`src/hdl/mmpr_pkg.sv`:
```
// Package with the shared types and constants of the multi-modulus product residue block.
`timescale 1ns / 1ps
`default_nettype none
package mmpr_pkg;

   localparam int WORD_W  = 32;
   localparam int INDEX_W = 28;
   localparam int LANE_W  = 5;

   localparam logic REQ_LOAD   = 1'b0;
   localparam logic REQ_FACTOR = 1'b1;

   typedef enum logic [2:0] {
      ST_IDLE,
      ST_READ,
      ST_CHECK,
      ST_MUL,
      ST_FINISH
   } state_type;

endpackage
`default_nettype wire

```
`src/hdl/multi_modulus_product_residue_top.sv`:
```
// Top level of the multi-modulus product residue block: command sequencer and result port.
`timescale 1ns / 1ps
`default_nettype none
// A load command gives no result. A factor command walks all LANES lanes
// through the lane memories, one lane at a time: a lane that is not updated
// passes through the read, check and finish steps, and a lane that is updated
// through the read, check, multiply and finish steps, where the bit-serial modular
// multiplier works one bit per cycle. busy stays high until the walk is over. A
// result appears on rsp_valid for exactly one cycle and cannot be held off.
module multi_modulus_product_residue_top #(
   parameter int LANES = 32
) (
   input  wire logic                         clock,
   input  wire logic                         reset,
   input  wire logic                         start,
   output logic                              busy,
   input  wire logic                         req_type,
   input  wire logic [mmpr_pkg::LANE_W-1:0]  req_lane,
   input  wire logic [mmpr_pkg::WORD_W-1:0]  req_value,
   input  wire logic [mmpr_pkg::INDEX_W-1:0] req_factor_index,
   input  wire logic                         csr_wr_en,
   input  wire logic [mmpr_pkg::INDEX_W-1:0] csr_wr_data,
   output logic                              rsp_valid,
   output logic [mmpr_pkg::INDEX_W-1:0]      rsp_seq_index,
   output logic [mmpr_pkg::WORD_W-1:0]       rsp_remainder,
   output logic                              rsp_is_minus_one
);

   localparam int W  = mmpr_pkg::WORD_W;
   localparam int IW = mmpr_pkg::INDEX_W;
   localparam int LW = (LANES > 1) ? $clog2(LANES) : 1;
   localparam int CW = LW + 1;

   mmpr_pkg::state_type state_ff, state_in;

   logic [IW-1:0] batch_ff;
   logic [IW-1:0] idx_ff, idx_in;
   logic [W-1:0]  f_ff, f_in;
   logic [CW-1:0] lane_ff, lane_in;
   logic [W-1:0]  p_ff, p_in;
   logic [W-1:0]  q_ff, q_in;
   logic          rsp_valid_ff, rsp_valid_in;
   logic [IW-1:0] rsp_seq_ff, rsp_seq_in;
   logic [W-1:0]  rsp_rem_ff, rsp_rem_in;
   logic          rsp_m1_ff, rsp_m1_in;

   logic          accept;
   logic          load_ok;
   logic [IW:0]   seq_n;
   logic [IW:0]   target;
   logic          do_update;
   logic          last_lane;

   logic          wr_en;
   logic          wr_mod_en;
   logic [LW-1:0] wr_addr;
   logic [W-1:0]  wr_prod;
   logic          rd_en;
   logic [W-1:0]  rd_prod;
   logic [W-1:0]  rd_mod;
   logic          mul_start;
   logic [W-1:0]  mul_b;
   logic          mul_done;
   logic [W-1:0]  mul_result;

   // Lane bookkeeping shared by the next-state and output logic.
   always_comb begin
      accept    = start && !busy;
      load_ok   = 32'(req_lane) < 32'(LANES);
      seq_n     = {1'b0, batch_ff} + (IW + 1)'(lane_ff);
      target    = {1'b0, idx_ff} + (IW + 1)'(1);
      do_update = (seq_n > {1'b0, idx_ff}) && (rd_mod != '0);
      last_lane = lane_ff == CW'(LANES - 1);
      mul_b     = (rd_mod == W'(1)) ? '0 : rd_prod;
   end

   // Next state.
   always_comb begin
      state_in = state_ff;
      case (state_ff)
         mmpr_pkg::ST_IDLE: begin
            if (accept && req_type == mmpr_pkg::REQ_FACTOR) begin
               state_in = mmpr_pkg::ST_READ;
            end
         end
         mmpr_pkg::ST_READ: begin
            state_in = mmpr_pkg::ST_CHECK;
         end
         mmpr_pkg::ST_CHECK: begin
            state_in = do_update ? mmpr_pkg::ST_MUL : mmpr_pkg::ST_FINISH;
         end
         mmpr_pkg::ST_MUL: begin
            if (mul_done) begin
               state_in = mmpr_pkg::ST_FINISH;
            end
         end
         mmpr_pkg::ST_FINISH: begin
            state_in = last_lane ? mmpr_pkg::ST_IDLE : mmpr_pkg::ST_READ;
         end
         default: begin
            state_in = mmpr_pkg::ST_IDLE;
         end
      endcase
   end

   // Outputs of the sequencer: memory accesses, multiplier start and results.
   always_comb begin
      busy         = state_ff != mmpr_pkg::ST_IDLE;
      wr_en        = 1'b0;
      wr_mod_en    = 1'b0;
      wr_addr      = lane_ff[LW-1:0];
      wr_prod      = mul_result;
      rd_en        = 1'b0;
      mul_start    = 1'b0;
      idx_in       = idx_ff;
      f_in         = f_ff;
      lane_in      = lane_ff;
      p_in         = p_ff;
      q_in         = q_ff;
      rsp_valid_in = 1'b0;
      rsp_seq_in   = rsp_seq_ff;
      rsp_rem_in   = rsp_rem_ff;
      rsp_m1_in    = rsp_m1_ff;
      case (state_ff)
         mmpr_pkg::ST_IDLE: begin
            wr_addr = LW'(req_lane);
            wr_prod = W'(1);
            if (accept && req_type == mmpr_pkg::REQ_LOAD && load_ok) begin
               wr_en     = 1'b1;
               wr_mod_en = 1'b1;
            end
            if (accept && req_type == mmpr_pkg::REQ_FACTOR) begin
               idx_in  = req_factor_index;
               f_in    = req_value;
               lane_in = '0;
            end
         end
         mmpr_pkg::ST_READ: begin
            rd_en = 1'b1;
         end
         mmpr_pkg::ST_CHECK: begin
            p_in      = rd_prod;
            q_in      = rd_mod;
            mul_start = do_update;
         end
         mmpr_pkg::ST_MUL: begin
            if (mul_done) begin
               wr_en = 1'b1;
               p_in  = mul_result;
            end
         end
         mmpr_pkg::ST_FINISH: begin
            if (seq_n == target) begin
               rsp_valid_in = 1'b1;
               rsp_seq_in   = seq_n[IW-1:0];
               rsp_rem_in   = p_ff;
               rsp_m1_in    = (q_ff != '0) && (p_ff == q_ff - W'(1));
            end
            lane_in = lane_ff + CW'(1);
         end
         default: begin
            rd_en = 1'b0;
         end
      endcase
   end

   // Control and data registers.
   always_ff @(posedge clock) begin
      if (reset) begin
         state_ff     <= mmpr_pkg::ST_IDLE;
         batch_ff     <= '0;
         lane_ff      <= '0;
         rsp_valid_ff <= 1'b0;
      end else begin
         state_ff     <= state_in;
         lane_ff      <= lane_in;
         rsp_valid_ff <= rsp_valid_in;
         if (csr_wr_en) begin
            batch_ff <= csr_wr_data;
         end
      end
      idx_ff     <= idx_in;
      f_ff       <= f_in;
      p_ff       <= p_in;
      q_ff       <= q_in;
      rsp_seq_ff <= rsp_seq_in;
      rsp_rem_ff <= rsp_rem_in;
      rsp_m1_ff  <= rsp_m1_in;
   end

   assign rsp_valid        = rsp_valid_ff;
   assign rsp_seq_index    = rsp_seq_ff;
   assign rsp_remainder    = rsp_rem_ff;
   assign rsp_is_minus_one = rsp_m1_ff;

   mmpr_lane_store #(
      .LANES (LANES),
      .LW    (LW)
   ) u_store (
      .clock     (clock),
      .reset     (reset),
      .wr_en     (wr_en),
      .wr_mod_en (wr_mod_en),
      .wr_addr   (wr_addr),
      .wr_prod   (wr_prod),
      .wr_mod    (req_value),
      .rd_en     (rd_en),
      .rd_addr   (lane_ff[LW-1:0]),
      .rd_prod   (rd_prod),
      .rd_mod    (rd_mod)
   );

   mmpr_mulmod u_mulmod (
      .clock      (clock),
      .reset      (reset),
      .mul_start  (mul_start),
      .mul_a      (f_ff),
      .mul_b      (mul_b),
      .mul_q      (rd_mod),
      .mul_done   (mul_done),
      .mul_result (mul_result)
   );

`ifndef SYNTHESIS
   // A result transfer only follows the finish step of a lane.
   a_rsp_from_finish: assert property (@(posedge clock) disable iff (reset)
      rsp_valid |-> $past(state_ff == mmpr_pkg::ST_FINISH))
      else $error("result without a finished lane");

   // The multiplier only completes while the sequencer waits for it.
   a_done_in_mul: assert property (@(posedge clock) disable iff (reset)
      mul_done |-> state_ff == mmpr_pkg::ST_MUL)
      else $error("multiplier done outside the multiply step");

   // The lane counter stays inside the lane range during a walk.
   a_lane_range: assert property (@(posedge clock) disable iff (reset)
      busy |-> 32'(lane_ff) < 32'(LANES))
      else $error("lane counter out of range");

   // Memory writes never happen during the read or check steps.
   a_no_write_on_read: assert property (@(posedge clock) disable iff (reset)
      (state_ff == mmpr_pkg::ST_READ || state_ff == mmpr_pkg::ST_CHECK) |-> !wr_en)
      else $error("write during a lane read");
`endif

endmodule
`default_nettype wire

```
`src/hdl/mmpr_mulmod.sv`:
```
// Bit-serial modular multiplier: one bit of the multiplier per cycle.
`timescale 1ns / 1ps
`default_nettype none
module mmpr_mulmod (
   input  wire logic                        clock,
   input  wire logic                        reset,
   input  wire logic                        mul_start,
   input  wire logic [mmpr_pkg::WORD_W-1:0] mul_a,
   input  wire logic [mmpr_pkg::WORD_W-1:0] mul_b,
   input  wire logic [mmpr_pkg::WORD_W-1:0] mul_q,
   output logic                             mul_done,
   output logic [mmpr_pkg::WORD_W-1:0]      mul_result
);

   localparam int W  = mmpr_pkg::WORD_W;
   localparam int SW = $clog2(W) + 1;

   logic [W-1:0]  r_ff, r_in;
   logic [W-1:0]  a_ff, a_in;
   logic [W-1:0]  b_ff, b_in;
   logic [W-1:0]  q_ff, q_in;
   logic [SW-1:0] cnt_ff, cnt_in;
   logic          run_ff, run_in;
   logic          done_ff, done_in;
   logic [W+1:0]  sum;
   logic [W+1:0]  sub1;
   logic [W+1:0]  sub2;

   // One step: r = (2r + bit * b) mod q; the sum stays below 3q.
   always_comb begin
      sum  = {1'b0, r_ff, 1'b0} + (a_ff[W-1] ? {2'b00, b_ff} : '0);
      sub1 = sum - {2'b00, q_ff};
      sub2 = sum - {1'b0, q_ff, 1'b0};
   end

   // Step sequencing and operand capture.
   always_comb begin
      r_in    = r_ff;
      a_in    = a_ff;
      b_in    = b_ff;
      q_in    = q_ff;
      cnt_in  = cnt_ff;
      run_in  = run_ff;
      done_in = 1'b0;
      if (mul_start) begin
         r_in   = '0;
         a_in   = mul_a;
         b_in   = mul_b;
         q_in   = mul_q;
         cnt_in = '0;
         run_in = 1'b1;
      end else if (run_ff) begin
         if (!sub2[W+1]) begin
            r_in = sub2[W-1:0];
         end else if (!sub1[W+1]) begin
            r_in = sub1[W-1:0];
         end else begin
            r_in = sum[W-1:0];
         end
         a_in   = {a_ff[W-2:0], 1'b0};
         cnt_in = cnt_ff + SW'(1);
         if (cnt_ff == SW'(W - 1)) begin
            run_in  = 1'b0;
            done_in = 1'b1;
         end
      end
   end

   always_ff @(posedge clock) begin
      if (reset) begin
         run_ff  <= 1'b0;
         done_ff <= 1'b0;
         cnt_ff  <= '0;
      end else begin
         run_ff  <= run_in;
         done_ff <= done_in;
         cnt_ff  <= cnt_in;
      end
      r_ff <= r_in;
      a_ff <= a_in;
      b_ff <= b_in;
      q_ff <= q_in;
   end

   assign mul_done   = done_ff;
   assign mul_result = r_ff;

endmodule
`default_nettype wire

```
`src/hdl/mmpr_lane_store.sv`:
```
// Lane memories for the running products and the moduli, with product valid bits.
`timescale 1ns / 1ps
`default_nettype none
module mmpr_lane_store #(
   parameter int LANES = 32,
   parameter int LW    = 5
) (
   input  wire logic                        clock,
   input  wire logic                        reset,
   input  wire logic                        wr_en,
   input  wire logic                        wr_mod_en,
   input  wire logic [LW-1:0]               wr_addr,
   input  wire logic [mmpr_pkg::WORD_W-1:0] wr_prod,
   input  wire logic [mmpr_pkg::WORD_W-1:0] wr_mod,
   input  wire logic                        rd_en,
   input  wire logic [LW-1:0]               rd_addr,
   output logic [mmpr_pkg::WORD_W-1:0]      rd_prod,
   output logic [mmpr_pkg::WORD_W-1:0]      rd_mod
);

   localparam int W = mmpr_pkg::WORD_W;

   logic [W-1:0]     prod_mem [LANES];
   logic [W-1:0]     mod_mem  [LANES];
   logic [LANES-1:0] valid_ff;
   logic [W-1:0]     prod_rd_ff;
   logic [W-1:0]     mod_rd_ff;
   logic             rd_valid_ff;

   // Product valid bits: an unwritten product reads as one.
   always_ff @(posedge clock) begin
      if (reset) begin
         valid_ff <= '0;
      end else if (wr_en) begin
         valid_ff[wr_addr] <= 1'b1;
      end
   end

   // Synchronous memories with a registered read port.
   always_ff @(posedge clock) begin
      if (wr_en) begin
         prod_mem[wr_addr] <= wr_prod;
      end
      if (wr_en && wr_mod_en) begin
         mod_mem[wr_addr] <= wr_mod;
      end
      if (rd_en) begin
         prod_rd_ff  <= prod_mem[rd_addr];
         mod_rd_ff   <= mod_mem[rd_addr];
         rd_valid_ff <= valid_ff[rd_addr];
      end
   end

   assign rd_prod = rd_valid_ff ? prod_rd_ff : W'(1);
   assign rd_mod  = mod_rd_ff;

endmodule
`default_nettype wire
```
`config.mk`:
```
export PLATFORM = sky130hd
export DESIGN_NAME = multi_modulus_product_residue_top
export DESIGN_NICKNAME = d
export VERILOG_FILES = /design/src/hdl/mmpr_pkg.sv /design/src/hdl/multi_modulus_product_residue_top.sv /design/src/hdl/mmpr_mulmod.sv /design/src/hdl/mmpr_lane_store.sv
export SDC_FILE = /design/constraint.sdc
export NUM_CORES = 2
export LEC_CHECK = 0
export BUFFER_PORTS_ARGS = -buffer_cell sky130_fd_sc_hd__buf_2
export CORE_MARGIN = 2
export CORE_UTILIZATION = 40
export DETAILED_ROUTE_END_ITERATION = 12
export PLACE_DENSITY_LB_ADDON = 0.12
export SYNTH_ARGS = -nofsm -noshare
export SYNTH_HDL_FRONTEND = slang
export SYNTH_SLANG_ARGS = --single-unit
```
`constraint.sdc`:
```
create_clock -name clock -period 14.7 [get_ports clock]
set_input_delay 2.205 -clock clock [delete_from_list [all_inputs] [get_ports clock]]
set_output_delay 2.205 -clock clock [all_outputs]
set_load 0.02 [all_outputs]
```
==> impl_metrics.csv <==
group,metric,value,unit
run_status,run_status,"complete, no violations",
finish,final_cells,9235,
detailed_routing,drt_pass1_iterations,8,
detailed_routing,antenna_left,0,
synth,synthDistinctLibCells,80,
pwr,ir_worst_vdd,0.000155,V
finish,fill_cells,21539,
timing,slew_viol_final,0,
finish,seq_area,74100,sq um
synth,syn_avg_cell_area,19.2,sq um
worst_setup_path,reg2reg_to,"u_mulmod.mul_result[22]$_SDFFE_PN0P_",
cts,ctsHoldBuffers,0,
synth,ys.flop_type,"edfxtp_1",
detailed_routing,route.detailed.drc,0,
floorplan,io-pin-count,161,
synth,synth_edf_count,2394,
finish,multi_input_area,27400,sq um
synth,ys_ff_latch,2504,
timing,worst_pin_slew,1.34,ns
synth,ys_seq_area_share,72.5,%
timing,clock_skew,0.0540,ns
worst_setup_path,r2r_slack,7.27,ns
worst_setup_path,rr_startpoint,"u_mulmod.a_ff[31]$_DFFE_PP_",
floorplan,dieHeight,509,um
worst_hold_path,hp-class,"register to register",
floorplan,core_area,254000,sq um
worst_setup_path,crit_start,"u_mulmod.a_ff[31]$_DFFE_PP_",
global_route,grtUsageTotal,22.2,%
detailed_routing,via_count,53128,
worst_setup_path,crit_end,"u_mulmod.mul_result[22]$_SDFFE_PN0P_",
job,max_cap_viol_count,0,
pwr,p_comb_share,13.5,%
timing,maxSlewHeadroom,9.73,%
worst_setup_path,r2r_cells,22,
pwr,clock_power_share,38.6,%
timing,setup_tns,0,ns
worst_setup_path,cp-end-kind,"register",
placement,place_congestion,0.889,
cts,cts_buffer_depth,4,
global_route,grt_pass1_wl,407,mm
detailed_routing,drt_wl_total,290,mm
worst_setup_path,arrival,8.24,ns
cts,root_buffer,"clkbuf_16",
cts,cts_sinks,2504,
detailed_routing,route.detailed.wl_per_inst,31.4,um
placement,numPortBuffers,160,
cts,cts_made_buffers,280,
cts,h-tree-depth,5,
pwr,p_total,17200,uW
pwr,p_int,12800,uW
finish,utilization,45.8,%
placement,hpwl,163,mm
finish,final_common_cell,"edfxtp_1",
floorplan,initial_utilization,40.2,%
finish,drive_above_1_share,24.9,%
timing,setup_violations,0,
detailed_routing,drt_iter0_markers,6121,
synth,post_synth_instance_area,102000,sq um
global_route,grt_pass1_vias,53061,
floorplan,die_x,509,um
timing,finalCritPeriodShare,50.5,%
worst_setup_path,criticalPathCategory,"register to register",
cts,path_clk_slew,0.06,ns
floorplan,rows,185,
worst_setup_path,crit_path_start_kind,"register",
finish,final_cell_mix,"2394 x edfxtp_1, 650 x mux4_2, 288 x clkbuf_16",
placement,dp_cells,8749,
timing,finalHoldViolations,0,
timing,final.min_clock_period,7.43,ns
global_route,grt_max_degree,132,
floorplan,design.die.area,260000,sq um
cts,cts_tree,"yes",
pwr,powerDensity,148,nW/um^2
pwr,p_seq_share,47.9,%
pwr,p_sw_share,25.8,%
worst_setup_path,cp_max_fo,32,
cts,insertion_delay,0.94,ns
global_route,grt_antenna_before_repair,38,
global_route,grt-ovfl-total,0,
synth,syn-num-nets,5571,
finish,area_growth,13.9,%
timing,max_clock_freq,135,MHz
detailed_routing,post_drt_via_cell_ratio,5.75,
pwr,p_sw,4440,uW
cts,postCtsResizedCells,0,
worst_setup_path,worstPathRequired,15.51,ns
cts,cts_setup_buffers,0,
synth,ys_warn_count,0,
timing,rsz0062_at_grt,"false",
finish,top_regs,"u_store.mod_mem: 1024 flops, u_store.prod_mem: 1024 flops",
synth,synth-async-reset-ratio,0,%
pwr,leakage,0.0372,uW
finish,fin_nets,5900,
synth,synthCells,5336,
-- synth_stat cells (10+ instances only) --
library cell	count	area (sq um)
edfxtp_1	2394	71900
mux4_2	650	14600
nor2_1	304	1140
nand2_1	271	1020
clkbuf_1	152	571
xnor2_1	136	1190
ha_1	133	1660
a21oi_1	121	606
dfxtp_1	110	2200
o21ai_0	106	531
inv_1	100	375
and2_1	76	475
mux2_2	69	777
buf_1	63	236
a21o_1	58	435
nand3_1	56	280
nor3_1	54	270
xor2_1	53	464
mux2i_1	52	521
nand4_1	32	200
and3_1	26	163
o21a_1	25	188
nor4_1	24	150
nor2b_1	19	119
a211oi_1	18	135
o211ai_1	16	120
nand2b_1	14	87.6
a31oi_1	13	81.3
buf_2	11	55.1
or3_1	10	62.6
-- power groups by stage --
stage,logic (uW),clock network (uW),registers [uW]
3_3_place_gp,2300,0,8400
5_1_grt,2550,7050,8240
2_1_floorplan,1620,0,8250
4_1_cts,2320,6790,8240
3_5_place_dp,2310,0,8390
6_report,2330,6650,8240
-- cell families after synthesis --
logic type	synth area share (%)
compound gates	2.89
xor+xnor	1.78
mux	15.6
simple gates	4.32
buf+inv	1.22
fa+ha+maj	1.71
flops	72.5
-- per-layer routing --
metal / vias to the layer above / GRT usage, % / routed length [um]
met5: - / 0 / 148
met4: 22 / 5.26 / 5910
met3: 392 / 3.26 / 17600
met2: 1857 / 35.3 / 137000
met1: 28545 / 32.5 / 130000
li1: 22312 / - / -
-- area by class of cell --
cell class | count | share of cell area [%]
diodes | 8 | 0.0172
clock buffers | 349 | 6.41
clock inverters | 129 | 0.911
inverters | 101 | 0.328
multi-input cells | 2503 | 23.6
flip-flops and latches | 2504 | 63.7
well taps | 3366 | 3.62
repair buffers | 275 | 1.47
-- per-stage QoR --
stage                     hold slack [ns]  setup slack, ns  instance area (sq um)
after floorplan                     0.435             7.64                 102000
after global routing                0.484             6.69                 116000
after CTS                           0.460             7.31                 116000
after global placement              0.443             7.48                 108000
after detailed placement            0.454             7.40                 108000
final                               0.465             7.27                 116000
-- critical path, stage by stage (launching register included) --
cell and delay [ns]:
edfxtp_1 1.07, and2_1 0.25, ha_1 0.22, a211oi_1 0.10, o21ai_0 0.42, o21ai_0 0.27
o21bai_1 0.34, a31oi_1 0.20, o31ai_1 0.54, a221o_1 0.26, a21oi_1 0.08, xnor2_1 0.62
ha_1 0.42, a21o_1 0.21, a21o_1 0.17, a211oi_1 0.24, o31a_1 0.26, xnor2_2 0.12
buf_4 0.30, nand2_1 0.18, nor2b_1 0.74, a32oi_1 0.19, o21ai_0 0.12
-- worst min-delay path by stage --
| stage | start | endpoint | slack, ns | cells after the start |
|---|---|---|---|---|
| CTS | u_mulmod.cnt_ff[5]$_SDFFE_PP0P_ | u_mulmod.mul_done$_SDFF_PP0_ | 0.46 | 1 |
| global route | u_mulmod.cnt_ff[5]$_SDFFE_PP0P_ | u_mulmod.mul_done$_SDFF_PP0_ | 0.48 | 1 |
| global placement | u_store.valid_ff[3]$_SDFFE_PP0P_ | u_store.valid_ff[3]$_SDFFE_PP0P_ | 0.44 | 2 |
| finish | u_mulmod.cnt_ff[5]$_SDFFE_PP0P_ | u_mulmod.mul_done$_SDFF_PP0_ | 0.47 | 1 |
| floorplan | u_store.valid_ff[10]$_SDFFE_PP0P_ | u_store.valid_ff[10]$_SDFFE_PP0P_ | 0.43 | 2 |
| detailed placement | u_store.valid_ff[19]$_SDFFE_PP0P_ | u_store.valid_ff[19]$_SDFFE_PP0P_ | 0.45 | 2 |
(Power assumes the default switching activity.)
